`src/sv/podo_pkg.sv`:
```
// ----------------------------------------------------------------------------
// podo_pkg
// Shared widths, CORDIC constants and the request and response types of the
// CORDIC engine used by the planar odometry integrator.
// ----------------------------------------------------------------------------
package podo_pkg;

    localparam int VEL_W     = 16;
    localparam int TIME_W    = 16;
    localparam int POS_OUT_W = 40;
    localparam int Q15_W     = 16;
    localparam int ANGLE_W   = 32;
    localparam int CORD_W    = 34;
    localparam int TABLE_LEN = 24;
    localparam int IDX_W     = $clog2(TABLE_LEN);

    // Infinite-product CORDIC gain in Q4.30.
    localparam logic signed [CORD_W-1:0] CORDIC_GAIN = 34'sd652032874;

    // One eighth of a turn, used to center the quadrant fold.
    localparam logic [ANGLE_W-1:0] EIGHTH_TURN = 32'h2000_0000;

    // 2^32 / (2 pi), rounded: radians to binary angle.
    localparam int YAW_SCALE = 683565276;

    // Arctangent of 2^-i as a 32 bit binary angle.
    localparam logic [ANGLE_W-1:0] ATAN_BAM [TABLE_LEN] = '{
        32'h2000_0000, 32'h12E4_051E, 32'h09FB_385B, 32'h0511_11D4,
        32'h028B_0D43, 32'h0145_D7E1, 32'h00A2_F61E, 32'h0051_7C55,
        32'h0028_BE53, 32'h0014_5F2F, 32'h000A_2F98, 32'h0005_17CC,
        32'h0002_8BE6, 32'h0001_45F3, 32'h0000_A2FA, 32'h0000_517D,
        32'h0000_28BE, 32'h0000_145F, 32'h0000_0A30, 32'h0000_0518,
        32'h0000_028C, 32'h0000_0146, 32'h0000_00A3, 32'h0000_0051
    };

    typedef struct packed {
        logic               load;
        logic [ANGLE_W-1:0] angle;
    } cord_req_t;

    typedef struct packed {
        logic                     busy;
        logic signed [CORD_W-1:0] cos_val;
        logic signed [CORD_W-1:0] sin_val;
    } cord_rsp_t;

endpackage

```
`src/sv/podo_cordic.sv`:
```
// ----------------------------------------------------------------------------
// podo_cordic
// Iterative rotation-mode CORDIC: one micro-rotation per cycle, giving the
// Q4.30 cosine and sine of a 32 bit binary angle.
// ----------------------------------------------------------------------------
module podo_cordic #(
    parameter int CORDIC_STEPS = 16
) (
    input  logic                clk,
    input  logic                rst_n,
    input  podo_pkg::cord_req_t req,
    output podo_pkg::cord_rsp_t rsp
);
    import podo_pkg::*;

    localparam int STEPS_EFF = (CORDIC_STEPS < TABLE_LEN) ? CORDIC_STEPS : TABLE_LEN;
    localparam int STEP_W    = (STEPS_EFF > 1) ? $clog2(STEPS_EFF) : 1;
    localparam logic [STEP_W-1:0] LAST_STEP = STEP_W'(STEPS_EFF - 1);

    localparam logic [1:0] QUAD_0 = 2'd0;
    localparam logic [1:0] QUAD_1 = 2'd1;
    localparam logic [1:0] QUAD_2 = 2'd2;
    localparam logic [1:0] QUAD_3 = 2'd3;

    logic                     busy_reg, busy_next;
    logic [STEP_W-1:0]        step_reg, step_next;
    logic [1:0]               quad_reg, quad_next;
    logic signed [CORD_W-1:0] x_reg, x_next;
    logic signed [CORD_W-1:0] y_reg, y_next;
    logic signed [CORD_W-1:0] z_reg, z_next;
    logic [ANGLE_W-1:0]       ang_biased;
    logic [ANGLE_W-1:0]       ang_folded;
    logic signed [CORD_W-1:0] x_sh;
    logic signed [CORD_W-1:0] y_sh;
    logic signed [CORD_W-1:0] atan_val;

    assign ang_biased = req.angle + EIGHTH_TURN;
    assign ang_folded = req.angle - {ang_biased[ANGLE_W-1 -: 2], {(ANGLE_W-2){1'b0}}};
    assign x_sh       = x_reg >>> step_reg;
    assign y_sh       = y_reg >>> step_reg;
    assign atan_val   = {{(CORD_W-ANGLE_W){1'b0}}, ATAN_BAM[IDX_W'(step_reg)]};

    always_comb
    begin
        busy_next = busy_reg;
        step_next = step_reg;
        quad_next = quad_reg;
        x_next    = x_reg;
        y_next    = y_reg;
        z_next    = z_reg;
        if (req.load)
        begin
            busy_next = 1'b1;
            step_next = '0;
            quad_next = ang_biased[ANGLE_W-1 -: 2];
            x_next    = CORDIC_GAIN;
            y_next    = '0;
            z_next    = CORD_W'(signed'(ang_folded));
        end
        else if (busy_reg)
        begin
            // Rotate toward zero residual angle.
            if (!z_reg[CORD_W-1])
            begin
                x_next = x_reg - y_sh;
                y_next = y_reg + x_sh;
                z_next = z_reg - atan_val;
            end
            else
            begin
                x_next = x_reg + y_sh;
                y_next = y_reg - x_sh;
                z_next = z_reg + atan_val;
            end
            if (step_reg == LAST_STEP)
            begin
                busy_next = 1'b0;
            end
            else
            begin
                step_next = step_reg + STEP_W'(1);
            end
        end
    end

    always_ff @(posedge clk or negedge rst_n)
    begin
        if (!rst_n)
        begin
            busy_reg <= 1'b0;
            step_reg <= '0;
        end
        else
        begin
            busy_reg <= busy_next;
            step_reg <= step_next;
        end
    end

    always_ff @(posedge clk)
    begin
        quad_reg <= quad_next;
        x_reg    <= x_next;
        y_reg    <= y_next;
        z_reg    <= z_next;
    end

    // Undo the quarter-turn fold.
    always_comb
    begin
        rsp.busy = busy_reg;
        case (quad_reg)
            QUAD_0:
            begin
                rsp.cos_val = x_reg;
                rsp.sin_val = y_reg;
            end
            QUAD_1:
            begin
                rsp.cos_val = -y_reg;
                rsp.sin_val = x_reg;
            end
            QUAD_2:
            begin
                rsp.cos_val = -x_reg;
                rsp.sin_val = -y_reg;
            end
            QUAD_3:
            begin
                rsp.cos_val = y_reg;
                rsp.sin_val = -x_reg;
            end
            default:
            begin
                rsp.cos_val = x_reg;
                rsp.sin_val = y_reg;
            end
        endcase
    end

endmodule

```
`src/sv/planar_odometry_integrator_unit.sv`:
```
// ----------------------------------------------------------------------------
// planar_odometry_integrator_unit
// Dead-reckoning odometry in fixed point. Each sample item carries body-frame
// forward and sideways velocity, yaw rate and elapsed time. The block rotates
// the velocity by the old heading, integrates x and y (saturating), advances
// the wrapping heading and returns the pose with its yaw quaternion.
// The sample channel is taken when sample_valid and sample_ready are both
// high; sample_ready is high whenever no item is in work. The pose item sits in
// an output register until pose_ready takes it; the next sample may be taken
// meanwhile, and its own result waits in the last cycle until the register is
// free. The time from acceptance to pose_valid is set by the CORDIC pass on the
// old heading followed by two 16 bit serial multiplies (velocity by cosine and
// sine, then by elapsed time); the heading multiply and the quaternion CORDIC
// pass run alongside them. Reset clears the pose to zero.
// ----------------------------------------------------------------------------
module planar_odometry_integrator_unit #(
    parameter int POSITION_BITS = 40,
    parameter int CORDIC_STEPS  = 16
) (
    input  logic                                 clk,
    input  logic                                 rst_n,
    input  logic                                 sample_valid,
    output logic                                 sample_ready,
    input  logic signed [podo_pkg::VEL_W-1:0]     forward_velocity,
    input  logic signed [podo_pkg::VEL_W-1:0]     sideways_velocity,
    input  logic signed [podo_pkg::VEL_W-1:0]     yaw_rate,
    input  logic        [podo_pkg::TIME_W-1:0]    elapsed_time,
    output logic                                 pose_valid,
    input  logic                                 pose_ready,
    output logic signed [podo_pkg::POS_OUT_W-1:0] position_x,
    output logic signed [podo_pkg::POS_OUT_W-1:0] position_y,
    output logic        [podo_pkg::ANGLE_W-1:0]   heading_angle,
    output logic signed [podo_pkg::Q15_W-1:0]     quat_z,
    output logic signed [podo_pkg::Q15_W-1:0]     quat_w
);
    import podo_pkg::*;

    localparam int STEPS_EFF = (CORDIC_STEPS < TABLE_LEN) ? CORDIC_STEPS : TABLE_LEN;

    // Cycle schedule, counted from the first cycle after acceptance.
    localparam int CS_CYC    = STEPS_EFF;
    localparam int B1_FIRST  = CS_CYC + 1;
    localparam int B1_LAST   = CS_CYC + VEL_W;
    localparam int B2_FIRST  = B1_LAST + 1;
    localparam int B2_LAST   = B1_LAST + TIME_W;
    localparam int HK_LAST   = VEL_W - 1;
    localparam int PH_FIRST  = VEL_W;
    localparam int PH_LAST   = VEL_W + TIME_W - 1;
    localparam int HEAD_CYC  = VEL_W + TIME_W;
    localparam int LAST_CYC  = B2_LAST + 1;
    localparam int CYC_W     = $clog2(LAST_CYC + 1);

    localparam int PROD_W    = CORD_W + VEL_W - 2;
    localparam int TERM_W    = CORD_W + 2;
    localparam int FULL_W    = 64;
    localparam int HK_W      = 31 + VEL_W;
    localparam int POS_SHIFT = 38;
    localparam int D_W       = FULL_W - POS_SHIFT;
    localparam int Q15_SHIFT = 15;

    localparam logic signed [HK_W-1:0]   YAW_K      = HK_W'(YAW_SCALE);
    localparam logic signed [FULL_W-1:0] POS_HALF   = FULL_W'(64'h20_0000_0000);
    localparam logic signed [FULL_W-1:0] HEAD_HALF  = FULL_W'(64'h8000_0000);
    localparam logic signed [CORD_W:0]   Q15_HALF   = (CORD_W+1)'(16384);
    localparam logic signed [CORD_W:0]   Q15_MAX    = (CORD_W+1)'(32767);
    localparam logic signed [CORD_W:0]   Q15_MIN    = -(CORD_W+1)'(32768);
    localparam logic signed [POSITION_BITS-1:0] POS_MAX = {1'b0, {(POSITION_BITS-1){1'b1}}};
    localparam logic signed [POSITION_BITS-1:0] POS_MIN = {1'b1, {(POSITION_BITS-1){1'b0}}};

    function automatic logic signed [POSITION_BITS-1:0] sat_step(
        input logic signed [POSITION_BITS-1:0] acc,
        input logic signed [D_W-1:0]           d
    );
        logic signed [POSITION_BITS:0] sum;
        sum = (POSITION_BITS+1)'(acc) + (POSITION_BITS+1)'(d);
        if (sum[POSITION_BITS] != sum[POSITION_BITS-1])
        begin
            return sum[POSITION_BITS] ? POS_MIN : POS_MAX;
        end
        return sum[POSITION_BITS-1:0];
    endfunction

    function automatic logic signed [Q15_W-1:0] to_q15(input logic signed [CORD_W-1:0] v);
        logic signed [CORD_W:0] t;
        t = ((CORD_W+1)'(v) + Q15_HALF) >>> Q15_SHIFT;
        if (t > Q15_MAX)
        begin
            t = Q15_MAX;
        end
        else if (t < Q15_MIN)
        begin
            t = Q15_MIN;
        end
        return t[Q15_W-1:0];
    endfunction

    logic                     busy_reg, busy_next;
    logic [CYC_W-1:0]         cyc_reg, cyc_next;
    logic                     pose_valid_reg, pose_valid_next;
    logic [ANGLE_W-1:0]       heading_reg, heading_next;
    logic signed [POSITION_BITS-1:0] pos_x_reg, pos_x_next;
    logic signed [POSITION_BITS-1:0] pos_y_reg, pos_y_next;

    logic [VEL_W-1:0]         vf_sh_reg, vs_sh_reg, wz_sh_reg;
    logic [TIME_W-1:0]        dt_h_sh_reg, dt_p_sh_reg;
    logic signed [CORD_W-1:0] c_reg, s_reg;
    logic signed [PROD_W-1:0] acc_a_reg, acc_a_next, acc_b_reg, acc_b_next;
    logic signed [FULL_W-1:0] px_reg, px_next, py_reg, py_next;
    logic signed [HK_W-1:0]   hk_reg, hk_next;
    logic signed [FULL_W-1:0] ph_reg, ph_next;

    logic signed [POS_OUT_W-1:0] out_x_reg, out_y_reg;
    logic [ANGLE_W-1:0]          out_head_reg;
    logic signed [Q15_W-1:0]     out_qz_reg, out_qw_reg;

    logic accept, finish;
    logic hk_act, ph_act, b1_act, b2_act, cs_cap, head_cyc, last_cyc;
    logic b1_first, b2_first, ph_first;

    logic signed [CORD_W-1:0] pick_fc, pick_fs, pick_sc, pick_ss;
    logic signed [TERM_W-1:0] raw_a, raw_b, term_a, term_b;
    logic signed [HK_W-1:0]   term_k;
    logic signed [FULL_W-1:0] add_px, add_py, add_ph;
    logic signed [FULL_W-1:0] ph_round, px_round, py_round;
    logic [ANGLE_W-1:0]       heading_new;
    logic signed [D_W-1:0]    d_x, d_y;
    logic signed [FULL_W-1:0] ext_x, ext_y;

    cord_req_t cor_req;
    cord_rsp_t cor_rsp;

    podo_cordic #(
        .CORDIC_STEPS(CORDIC_STEPS)
    ) u_cordic (
        .clk  (clk),
        .rst_n(rst_n),
        .req  (cor_req),
        .rsp  (cor_rsp)
    );

    assign sample_ready = !busy_reg;
    assign accept       = sample_valid && !busy_reg;

    assign hk_act   = busy_reg && (cyc_reg <= CYC_W'(HK_LAST));
    assign ph_act   = busy_reg && (cyc_reg >= CYC_W'(PH_FIRST)) && (cyc_reg <= CYC_W'(PH_LAST));
    assign ph_first = cyc_reg == CYC_W'(PH_FIRST);
    assign cs_cap   = busy_reg && (cyc_reg == CYC_W'(CS_CYC));
    assign b1_act   = busy_reg && (cyc_reg >= CYC_W'(B1_FIRST)) && (cyc_reg <= CYC_W'(B1_LAST));
    assign b1_first = cyc_reg == CYC_W'(B1_FIRST);
    assign b2_act   = busy_reg && (cyc_reg >= CYC_W'(B2_FIRST)) && (cyc_reg <= CYC_W'(B2_LAST));
    assign b2_first = cyc_reg == CYC_W'(B2_FIRST);
    assign head_cyc = busy_reg && (cyc_reg == CYC_W'(HEAD_CYC));
    assign last_cyc = busy_reg && (cyc_reg == CYC_W'(LAST_CYC));
    assign finish   = last_cyc && (!pose_valid_reg || pose_ready);

    // Velocity times cosine and sine, one velocity bit per cycle, MSB first.
    // The first bit is the sign bit and carries negative weight.
    assign pick_fc = vf_sh_reg[VEL_W-1] ? c_reg : '0;
    assign pick_fs = vf_sh_reg[VEL_W-1] ? s_reg : '0;
    assign pick_sc = vs_sh_reg[VEL_W-1] ? c_reg : '0;
    assign pick_ss = vs_sh_reg[VEL_W-1] ? s_reg : '0;
    assign raw_a   = TERM_W'(pick_fc) - TERM_W'(pick_ss);
    assign raw_b   = TERM_W'(pick_fs) + TERM_W'(pick_sc);
    assign term_a  = b1_first ? -raw_a : raw_a;
    assign term_b  = b1_first ? -raw_b : raw_b;
    assign acc_a_next = (b1_first ? PROD_W'(0) : (acc_a_reg <<< 1)) + PROD_W'(term_a);
    assign acc_b_next = (b1_first ? PROD_W'(0) : (acc_b_reg <<< 1)) + PROD_W'(term_b);

    // Rotated velocity times elapsed time, one time bit per cycle.
    assign add_px  = dt_p_sh_reg[TIME_W-1] ? FULL_W'(acc_a_reg) : FULL_W'(0);
    assign add_py  = dt_p_sh_reg[TIME_W-1] ? FULL_W'(acc_b_reg) : FULL_W'(0);
    assign px_next = (b2_first ? FULL_W'(0) : (px_reg <<< 1)) + add_px;
    assign py_next = (b2_first ? FULL_W'(0) : (py_reg <<< 1)) + add_py;

    // Heading: yaw rate times the scale, then times elapsed time.
    assign term_k  = wz_sh_reg[VEL_W-1] ? ((cyc_reg == '0) ? -YAW_K : YAW_K) : HK_W'(0);
    assign hk_next = ((cyc_reg == '0) ? HK_W'(0) : (hk_reg <<< 1)) + term_k;
    assign add_ph  = dt_h_sh_reg[TIME_W-1] ? FULL_W'(hk_reg) : FULL_W'(0);
    assign ph_next = (ph_first ? FULL_W'(0) : (ph_reg <<< 1)) + add_ph;

    assign ph_round    = ph_reg + HEAD_HALF;
    assign heading_new = heading_reg + ph_round[FULL_W-1 -: ANGLE_W];

    assign px_round = px_reg + POS_HALF;
    assign py_round = py_reg + POS_HALF;
    assign d_x      = px_round[FULL_W-1:POS_SHIFT];
    assign d_y      = py_round[FULL_W-1:POS_SHIFT];
    assign ext_x    = FULL_W'(pos_x_next);
    assign ext_y    = FULL_W'(pos_y_next);

    // The first pass works on the old heading, the second on half the new one.
    assign cor_req.load  = accept || head_cyc;
    assign cor_req.angle = accept ? heading_reg : {1'b0, heading_new[ANGLE_W-1:1]};

    always_comb
    begin
        busy_next       = busy_reg;
        cyc_next        = cyc_reg;
        heading_next    = heading_reg;
        pos_x_next      = pos_x_reg;
        pos_y_next      = pos_y_reg;
        pose_valid_next = pose_valid_reg && !pose_ready;
        if (accept)
        begin
            busy_next = 1'b1;
            cyc_next  = '0;
        end
        else if (busy_reg && !last_cyc)
        begin
            cyc_next = cyc_reg + CYC_W'(1);
        end
        if (head_cyc)
        begin
            heading_next = heading_new;
        end
        if (finish)
        begin
            busy_next       = 1'b0;
            pose_valid_next = 1'b1;
            pos_x_next      = sat_step(pos_x_reg, d_x);
            pos_y_next      = sat_step(pos_y_reg, d_y);
        end
    end

    always_ff @(posedge clk or negedge rst_n)
    begin
        if (!rst_n)
        begin
            busy_reg       <= 1'b0;
            cyc_reg        <= '0;
            pose_valid_reg <= 1'b0;
            heading_reg    <= '0;
            pos_x_reg      <= '0;
            pos_y_reg      <= '0;
        end
        else
        begin
            busy_reg       <= busy_next;
            cyc_reg        <= cyc_next;
            pose_valid_reg <= pose_valid_next;
            heading_reg    <= heading_next;
            pos_x_reg      <= pos_x_next;
            pos_y_reg      <= pos_y_next;
        end
    end

    always_ff @(posedge clk)
    begin
        if (accept)
        begin
            vf_sh_reg   <= forward_velocity;
            vs_sh_reg   <= sideways_velocity;
            wz_sh_reg   <= yaw_rate;
            dt_h_sh_reg <= elapsed_time;
            dt_p_sh_reg <= elapsed_time;
        end
        else
        begin
            if (hk_act)
            begin
                wz_sh_reg <= wz_sh_reg << 1;
                hk_reg    <= hk_next;
            end
            if (ph_act)
            begin
                dt_h_sh_reg <= dt_h_sh_reg << 1;
                ph_reg      <= ph_next;
            end
            if (b1_act)
            begin
                vf_sh_reg <= vf_sh_reg << 1;
                vs_sh_reg <= vs_sh_reg << 1;
                acc_a_reg <= acc_a_next;
                acc_b_reg <= acc_b_next;
            end
            if (b2_act)
            begin
                dt_p_sh_reg <= dt_p_sh_reg << 1;
                px_reg      <= px_next;
                py_reg      <= py_next;
            end
        end
        if (cs_cap)
        begin
            c_reg <= cor_rsp.cos_val;
            s_reg <= cor_rsp.sin_val;
        end
        if (finish)
        begin
            out_x_reg    <= ext_x[POS_OUT_W-1:0];
            out_y_reg    <= ext_y[POS_OUT_W-1:0];
            out_head_reg <= heading_reg;
            out_qz_reg   <= to_q15(cor_rsp.sin_val);
            out_qw_reg   <= to_q15(cor_rsp.cos_val);
        end
    end

    assign pose_valid    = pose_valid_reg;
    assign position_x    = out_x_reg;
    assign position_y    = out_y_reg;
    assign heading_angle = out_head_reg;
    assign quat_z        = out_qz_reg;
    assign quat_w        = out_qw_reg;

    // The heading moves only at its commit cycle.
    assert property (@(posedge clk) disable iff (!rst_n)
        !head_cyc |=> $stable(heading_reg))
        else $error("heading changed outside its commit cycle");

    // The CORDIC engine is never restarted in the middle of a pass.
    assert property (@(posedge clk) disable iff (!rst_n)
        cor_req.load |-> !cor_rsp.busy)
        else $error("CORDIC loaded while busy");

    // Cosine, sine and quaternion are read only from a finished pass.
    assert property (@(posedge clk) disable iff (!rst_n)
        (cs_cap || last_cyc) |-> !cor_rsp.busy)
        else $error("CORDIC result read before the pass finished");

    // A new pose item appears only from a completed item.
    assert property (@(posedge clk) disable iff (!rst_n)
        $rose(pose_valid_reg) |-> $past(finish))
        else $error("pose item raised without a finished item");

endmodule
```
`config.mk`:
```
export PLATFORM = sky130hd
export DESIGN_NAME = planar_odometry_integrator_unit
export DESIGN_NICKNAME = d
export VERILOG_FILES = /design/src/sv/podo_pkg.sv /design/src/sv/podo_cordic.sv /design/src/sv/planar_odometry_integrator_unit.sv
export SDC_FILE = /design/constraint.sdc
export NUM_CORES = 2
export LEC_CHECK = 0
export BUFFER_PORTS_ARGS = -buffer_cell sky130_fd_sc_hd__clkbuf_2
export CAP_MARGIN = 40
export CORE_UTILIZATION = 60
export CTS_CLUSTER_SIZE = 40
export DETAILED_ROUTE_END_ITERATION = 7
export GPL_ROUTABILITY_DRIVEN = 0
export GPL_TIMING_DRIVEN = 1
export PLACE_DENSITY = 0.8
export SYNTH_ARGS = -nofsm -noshare
export SYNTH_HDL_FRONTEND = slang
export SYNTH_SLANG_ARGS = --single-unit
export TNS_END_PERCENT = 10
```
`constraint.sdc`:
```
create_clock -name clk -period 22.2 [get_ports clk]
set_clock_uncertainty 0.2 [all_clocks]
set_input_delay 3.33 -clock clk [delete_from_list [all_inputs] [get_ports clk]]
set_output_delay 3.33 -clock clk [all_outputs]
set_load 0.005 [all_outputs]
```
=== Word level (Yosys, flattened, before mapping) ===
Memories as Yosys holds them, arrays and structs flattened.
Cells that the tools add are included.

* Bits in registers: 856
* Memories: 1
* Output and inout port bits: 146
* Input port bits: 68
* Memory bits (read-only): 1,024
* Word-level logic and storage cells: 184

* Muxes and demuxes: 61
* $add $sub $neg: 30
* Shifts and indexed selects: 2
* Magnitude comparators: 12
* Bitwise gates (word level): 2
* Reduce and logical (&&, ||, !) cells: 34
* Equal/unequal tests: 12

{| class="wikitable"
|+ Memories
! memory !! words !! width !! read ports !! clocked after Yosys merged registers in !! write ports !! line !! text
|-
| (name not given) || 32 || 32 || 1 || 0 || 0 || podo_cordic.sv:41 || <nowiki>assign atan_val = {{(CORD_W-ANGLE_W){1'b0}}, ATAN_BAM[IDX_W'(step_reg)]};</nowiki>
|}

{| class="wikitable"
|+ Operators with widths
! operator !! count
|-
| 2-to-1 mux 64 bit || 6
|-
| 2-to-1 mux 40 bit || 8
|-
| 2-to-1 mux 34 bit || 9
|-
| one-hot mux 68 bit (4 select lines) || 1
|-
| adder 64 bit || 3
|-
| 2-to-1 mux 16 bit || 12
|-
| 2-to-1 mux 47 bit || 3
|-
| adder 64 x 39 -> 64 bit (second input constant) || 2
|-
| adder 48 x 36 -> 48 bit || 2
|-
| 2-to-1 mux 32 bit || 3
|-
| 2-to-1 mux 48 bit || 2
|-
| adder 40 x 26 -> 41 bit || 2
|-
| 2-to-1 mux 36 bit || 2
|-
| negation 35 -> 36 bit || 2
|-
| adder 34 x 16 -> 35 bit (second input constant) || 2
|-
| adder 34 bit || 2
|-
| negation 34 bit || 2
|-
| >>> shifter 34 x 4 -> 34 bit || 2
|-
| subtractor 34 bit || 2
|-
| adder 64 x 33 -> 64 bit (second input constant) || 1
|-
| adder 47 bit || 1
|-
| greater-than comparator 20 x 16 -> 1 bit (second input constant) || 2
|-
| < comparator 20 x 16 -> 1 bit (second input constant) || 2
|-
| adder 34 x 34 -> 35 bit || 1
|-
| 32 further kinds || 79
|}

=== Longest topological paths before layout ===
* Word-level depth: 8
* Mapped depth: 32

=== Modules after synthesis ===
Synthesis repeated with hierarchy kept, for this count alone.

* Cells, all modules: 8,572
* Area total of the unflattened synthesis: 75,164.6 sq um

{| class="wikitable"
|+ Modules (own cells, without submodules)
! module !! seq. area each (sq um) !! area an instance (sq um) !! times used !! cells an instance
|-
| planar_odometry_integrator_unit || 21,710.8 || 57,392.5 || 1 || 6,233
|-
| podo_cordic || 2,567.5 || 17,772.0 || 1 || 2,339
|}

=== Worst setup path after synthesis ===
OpenSTA, ideal clock, no wires.

* Path type: reg-to-reg
* Start point: reg cyc_reg[1]
* End point: reg dt_p_sh_reg[0], enable pin
* Data required time: 21.657 ns
* Buffers on the path: 1
* Library setup time: 0.343 ns
* Data arrival time: 8.540 ns
* Setup slack: 13.117 ns
* Stages on the path, launching flop included: 8
* Period minus slack after synthesis: 9.083 ns
* Cell sequence: dfrtp_1 -> inv_1 -> ha_1 -> nor3b_1 -> nand2_1 -> clkbuf_1 -> a21oi_1 -> or2_2

* Longest elaborated chain between the ends: 4

{| class="wikitable"
|+ RTL lines
! item !! line !! text
|-
| from (decl) || planar_odometry_integrator_unit.sv:98 || <nowiki>logic [CYC_W-1:0] cyc_reg, cyc_next;</nowiki>
|-
| from (signal assigned) || planar_odometry_integrator_unit.sv:239 || <nowiki>cyc_reg <= cyc_next;</nowiki>
|-
| >= comparator 6 bit || planar_odometry_integrator_unit.sv:150 || <nowiki>assign b2_act = busy_reg && (cyc_reg >= CYC_W'(B2_FIRST)) && (cyc_reg <= CYC_W'(B2_LAST));</nowiki>
|-
| logical AND 1 bit || planar_odometry_integrator_unit.sv:150 ||
|-
| logical AND 1 bit * || planar_odometry_integrator_unit.sv:150 ||
|-
| nonzero test 2 bit (no source line) * || n/a ||
|-
| to (signal assigned) || planar_odometry_integrator_unit.sv:255 || <nowiki>dt_p_sh_reg <= elapsed_time;</nowiki>
|-
| to (signal assigned) || planar_odometry_integrator_unit.sv:278 || <nowiki>dt_p_sh_reg <= dt_p_sh_reg << 1;</nowiki>
|-
| to (decl) || planar_odometry_integrator_unit.sv:105 || <nowiki>logic [TIME_W-1:0] dt_h_sh_reg, dt_p_sh_reg;</nowiki>
|}

Mark *: on every way between the ends. The rest lies on a longest branch, timed or not.
A chain may end at the register's enable or synchronous reset.

=== Worst setup path in the final report ===
* Start point: reg vs_sh_reg[15]
* End point: reg acc_a_reg[45], data pin

* Longest elaborated chain between the ends: 5

{| class="wikitable"
|+ RTL lines
! item !! line !! text
|-
| from (decl) || planar_odometry_integrator_unit.sv:104 || <nowiki>logic [VEL_W-1:0] vf_sh_reg, vs_sh_reg, wz_sh_reg;</nowiki>
|-
| from (signal assigned) || planar_odometry_integrator_unit.sv:252 || <nowiki>vs_sh_reg <= sideways_velocity;</nowiki>
|-
| from (signal assigned) || planar_odometry_integrator_unit.sv:272 || <nowiki>vs_sh_reg <= vs_sh_reg << 1;</nowiki>
|-
| 2-to-1 mux 34 bit * || planar_odometry_integrator_unit.sv:161 || <nowiki>assign pick_ss = vs_sh_reg[VEL_W-1] ? s_reg : '0;</nowiki>
|-
| subtractor 34 x 34 -> 35 bit * || planar_odometry_integrator_unit.sv:162 || <nowiki>assign raw_a = TERM_W'(pick_fc) - TERM_W'(pick_ss);</nowiki>
|-
| negation 35 -> 36 bit || planar_odometry_integrator_unit.sv:164 || <nowiki>assign term_a = b1_first ? -raw_a : raw_a;</nowiki>
|-
| 2-to-1 mux 36 bit * || planar_odometry_integrator_unit.sv:164 ||
|-
| adder 48 x 36 -> 48 bit * || planar_odometry_integrator_unit.sv:166 || <nowiki>assign acc_a_next = (b1_first ? PROD_W'(0) : (acc_a_reg <<< 1)) + PROD_W'(term_a);</nowiki>
|-
| named net acc_a_next[45] || planar_odometry_integrator_unit.sv:107 || <nowiki>logic signed [PROD_W-1:0] acc_a_reg, acc_a_next, acc_b_reg, acc_b_next;</nowiki>
|-
| to (signal assigned) || planar_odometry_integrator_unit.sv:273 || <nowiki>acc_a_reg <= acc_a_next;</nowiki>
|-
| to (decl) || planar_odometry_integrator_unit.sv:107 ||
|}

The timed path passes the listed nets; every way through them passes the cells marked *.

==> flow_summary.json <==
{
  "status": "finished clean",
  "path_buf_inv": 1,
  "fin_nets": 9116,
  "dr.pass1.iters": 6,
  "crit_path_top_delay_cell": "nor3b_1",
  "cts_hold_buf": 0,
  "route.met3.wl_um": 13200,
  "synth.most_common_cell": "nand2_1",
  "cts_max_path_buffers": 3,
  "setup_viol": 0,
  "holdCritStartpoint": "pos_y_reg[32]",
  "cp-startpoint": "vs_sh_reg[15]",
  "slowest_delay_ns": 0.47,
  "grt_pass1_wl_um": 311200,
  "worstPathRequired_ns": 22.53,
  "die_area_mm2": 0.1249,
  "antenna_left": 0,
  "routed-via-count": 63830,
  "start_kind": "flip-flop",
  "grt_pass1_vias": 61855,
  "wl_met1_um": 81500,
  "drt_iter0_drc": 5551,
  "cts_tree": "built",
  "worst-path-max-fanout": 68,
  "io_buffers": 213,
  "end_kind": "flip-flop",
  "rsz0062_at_grt": "no",
  "post_cts_resized": 0,
  "max_freq_mhz": 127.1,
  "yosysUniqueCellTypes": 116,
  "dp.final_hpwl_um": 141300,
  "slew_viol_final": 0,
  "top_layer_used": "met5",
  "ys_top_cells_by_count": "970 x nand2_1, 710 x a21oi_1, 659 x edfxtp_1, 615 x nor2_1, 597 x xnor2_1",
  "viasPerCell": 6.284,
  "synthCells": 8417,
  "clk_pin_slew_ns": 0.06,
  "timing.critical_path.max_delay_family": "compound AO/OA/AOI/OAI gates",
  "die_h_um": 353.5,
  "yosysSeqAreaShare": 0.3276,
  "drive_above_1_share": 0.08064,
  "cts-buffers-inserted": 98,
  "dp_cells": 9970,
  "dieWidth_um": 353.5,
  "layout_min_cycle_time_ns": 7.871,
  "final-hold-violation-count": 0,
  "wire_per_inst_um": 18.97,
  "grt_start_max_net_pins": 80,
  "met2_length_um": 90250,
  "initial_core_util": 0.6065,
  "row_count": 128,
  "drcViolationCount": 0,
  "syn-num-nets": 9086,
  "synth_ff_type": "edfxtp_1",
  "num_io_pins": 214,
  "drt-total-wl_um": 192700,
  "async_flop_share": 0.1467,
  "cap_violations": 0,
  "clock_latency_ns": 0.74,
  "cts.sinks": 852,
  "root_buffer": "clkbuf_16",
  "finalNonFillerCells": 10158,
  "synth_warnings": 0,
  "arrival_ns": 8.20,
  "track_usage": 0.3002,
  "core-area_mm2": 0.1222,
  "worst_slew_pin_slew_ns": 0.9990,
  "r2r_start": "vs_sh_reg[15]",
  "synth_area_leaders": "edfxtp_1 27%, ha_1 9.9%, xnor2_1 7.1%",
  "synth.ff_latch_count": 852,
  "antenna_found_initial": 6,
  "overflow": 0,
  "htreeDepth": 3,
  "hp-class": "reg -> reg",
  "area_delta_synth_final_pct": 8.045,
  "synth_area_mm2": 0.07411,
  "finalSetupTns_ns": 0,
  "synth_top_area_cell": "edfxtp_1",
  "final.period_utilization": 0.3545,
  "maxSlewHeadroom": 0.3279,
  "critPathKind": "reg -> reg",
  "yosysTopAreaCellShare": 0.2670,
  "synth_edf_count": 659,
  "post_cts_buffers": 0,
  "syn_area_per_cell_um2": 8.805
}
-- kinds of logic after synthesis --
logic type | count (synthesis) | share of synthesized area
simple gates | 3041 | 0.2026
compound gates | 2245 | 0.1903
xor+xnor | 887 | 0.1048
flops | 852 | 0.3276
fa+ha+maj | 615 | 0.1048
buf+inv | 583 | 0.03079
mux | 194 | 0.03915
-- cell usage in the layout, fill, tap and decap left out, types with 91 or more instances in the layout --
cell type / instances
edfxtp_1: 659
nand2b_1: 108
nor2_1: 612
a21o_1: 255
o21ai_0: 501
inv_1: 217
ha_1: 587
nor3_1: 116
and2_1: 586
nand3_1: 170
dfrtp_1: 120
o21a_1: 92
a21oi_1: 709
and3_1: 91
a31oi_1: 107
clkbuf_16: 102
xor2_1: 289
clkbuf_2: 212
nand2_1: 966
xnor2_1: 596
-- layout make-up --
class | instances | area, um2
clock inverters | 57 | 773.2
diodes | 1 | 2.502
inverters | 224 | 845.8
fillers | 9704 | 42120
well taps | 1625 | 2033
flip-flops and latches | 852 | 24290
multi-input cells | 6982 | 47660
clock buffers | 128 | 2720
repair buffers | 289 | 1753
-- worst min-delay path: stages (launching register included) --
cell	delay (ns)
dfrtp_1	0.35
nand2_1	0.05
nand2_1	0.06
-- final timing paths --
check | to | slack, ns | cells past startpoint
max | acc_a_reg[45] | 14.33 | 28
min | pos_y_reg[32] | 0.30 | 2
max reg2reg | acc_a_reg[45] | 14.33 | 28
min reg2reg | pos_y_reg[32] | 0.30 | 2
max in group asynchronous | pos_x_reg[4] | 17.94 | 2
min in group asynchronous | pose_valid | 2.41 | 1
-- layer usage --
layer / global-route usage / vias up
li1: - / 30518
met1: 0.3940 / 30301
met5: 0 / -
met2: 0.5014 / 2495
met4: 0.1208 / 4
met3: 0.03933 / 512
-- stage by stage --
stage | area [um2] | setup WS, ns | utilization | hold slack, ns
final | 80070 | 14.33 | 0.6553 | 0.3015
after floorplan | 74110 | 13.12 | - | 0.2609
after global routing | 80070 | 13.61 | 0.6553 | 0.3270
after CTS | 80060 | 14.47 | 0.6551 | 0.3044
after detailed placement | 76560 | 14.50 | 0.6265 | 0.2912
after global placement | 76340 | 14.67 | 0.6247 | 0.2918
Power is not shown: default switching activity piles up to over one toggle a cycle in this logic, so the estimate is an artifact.
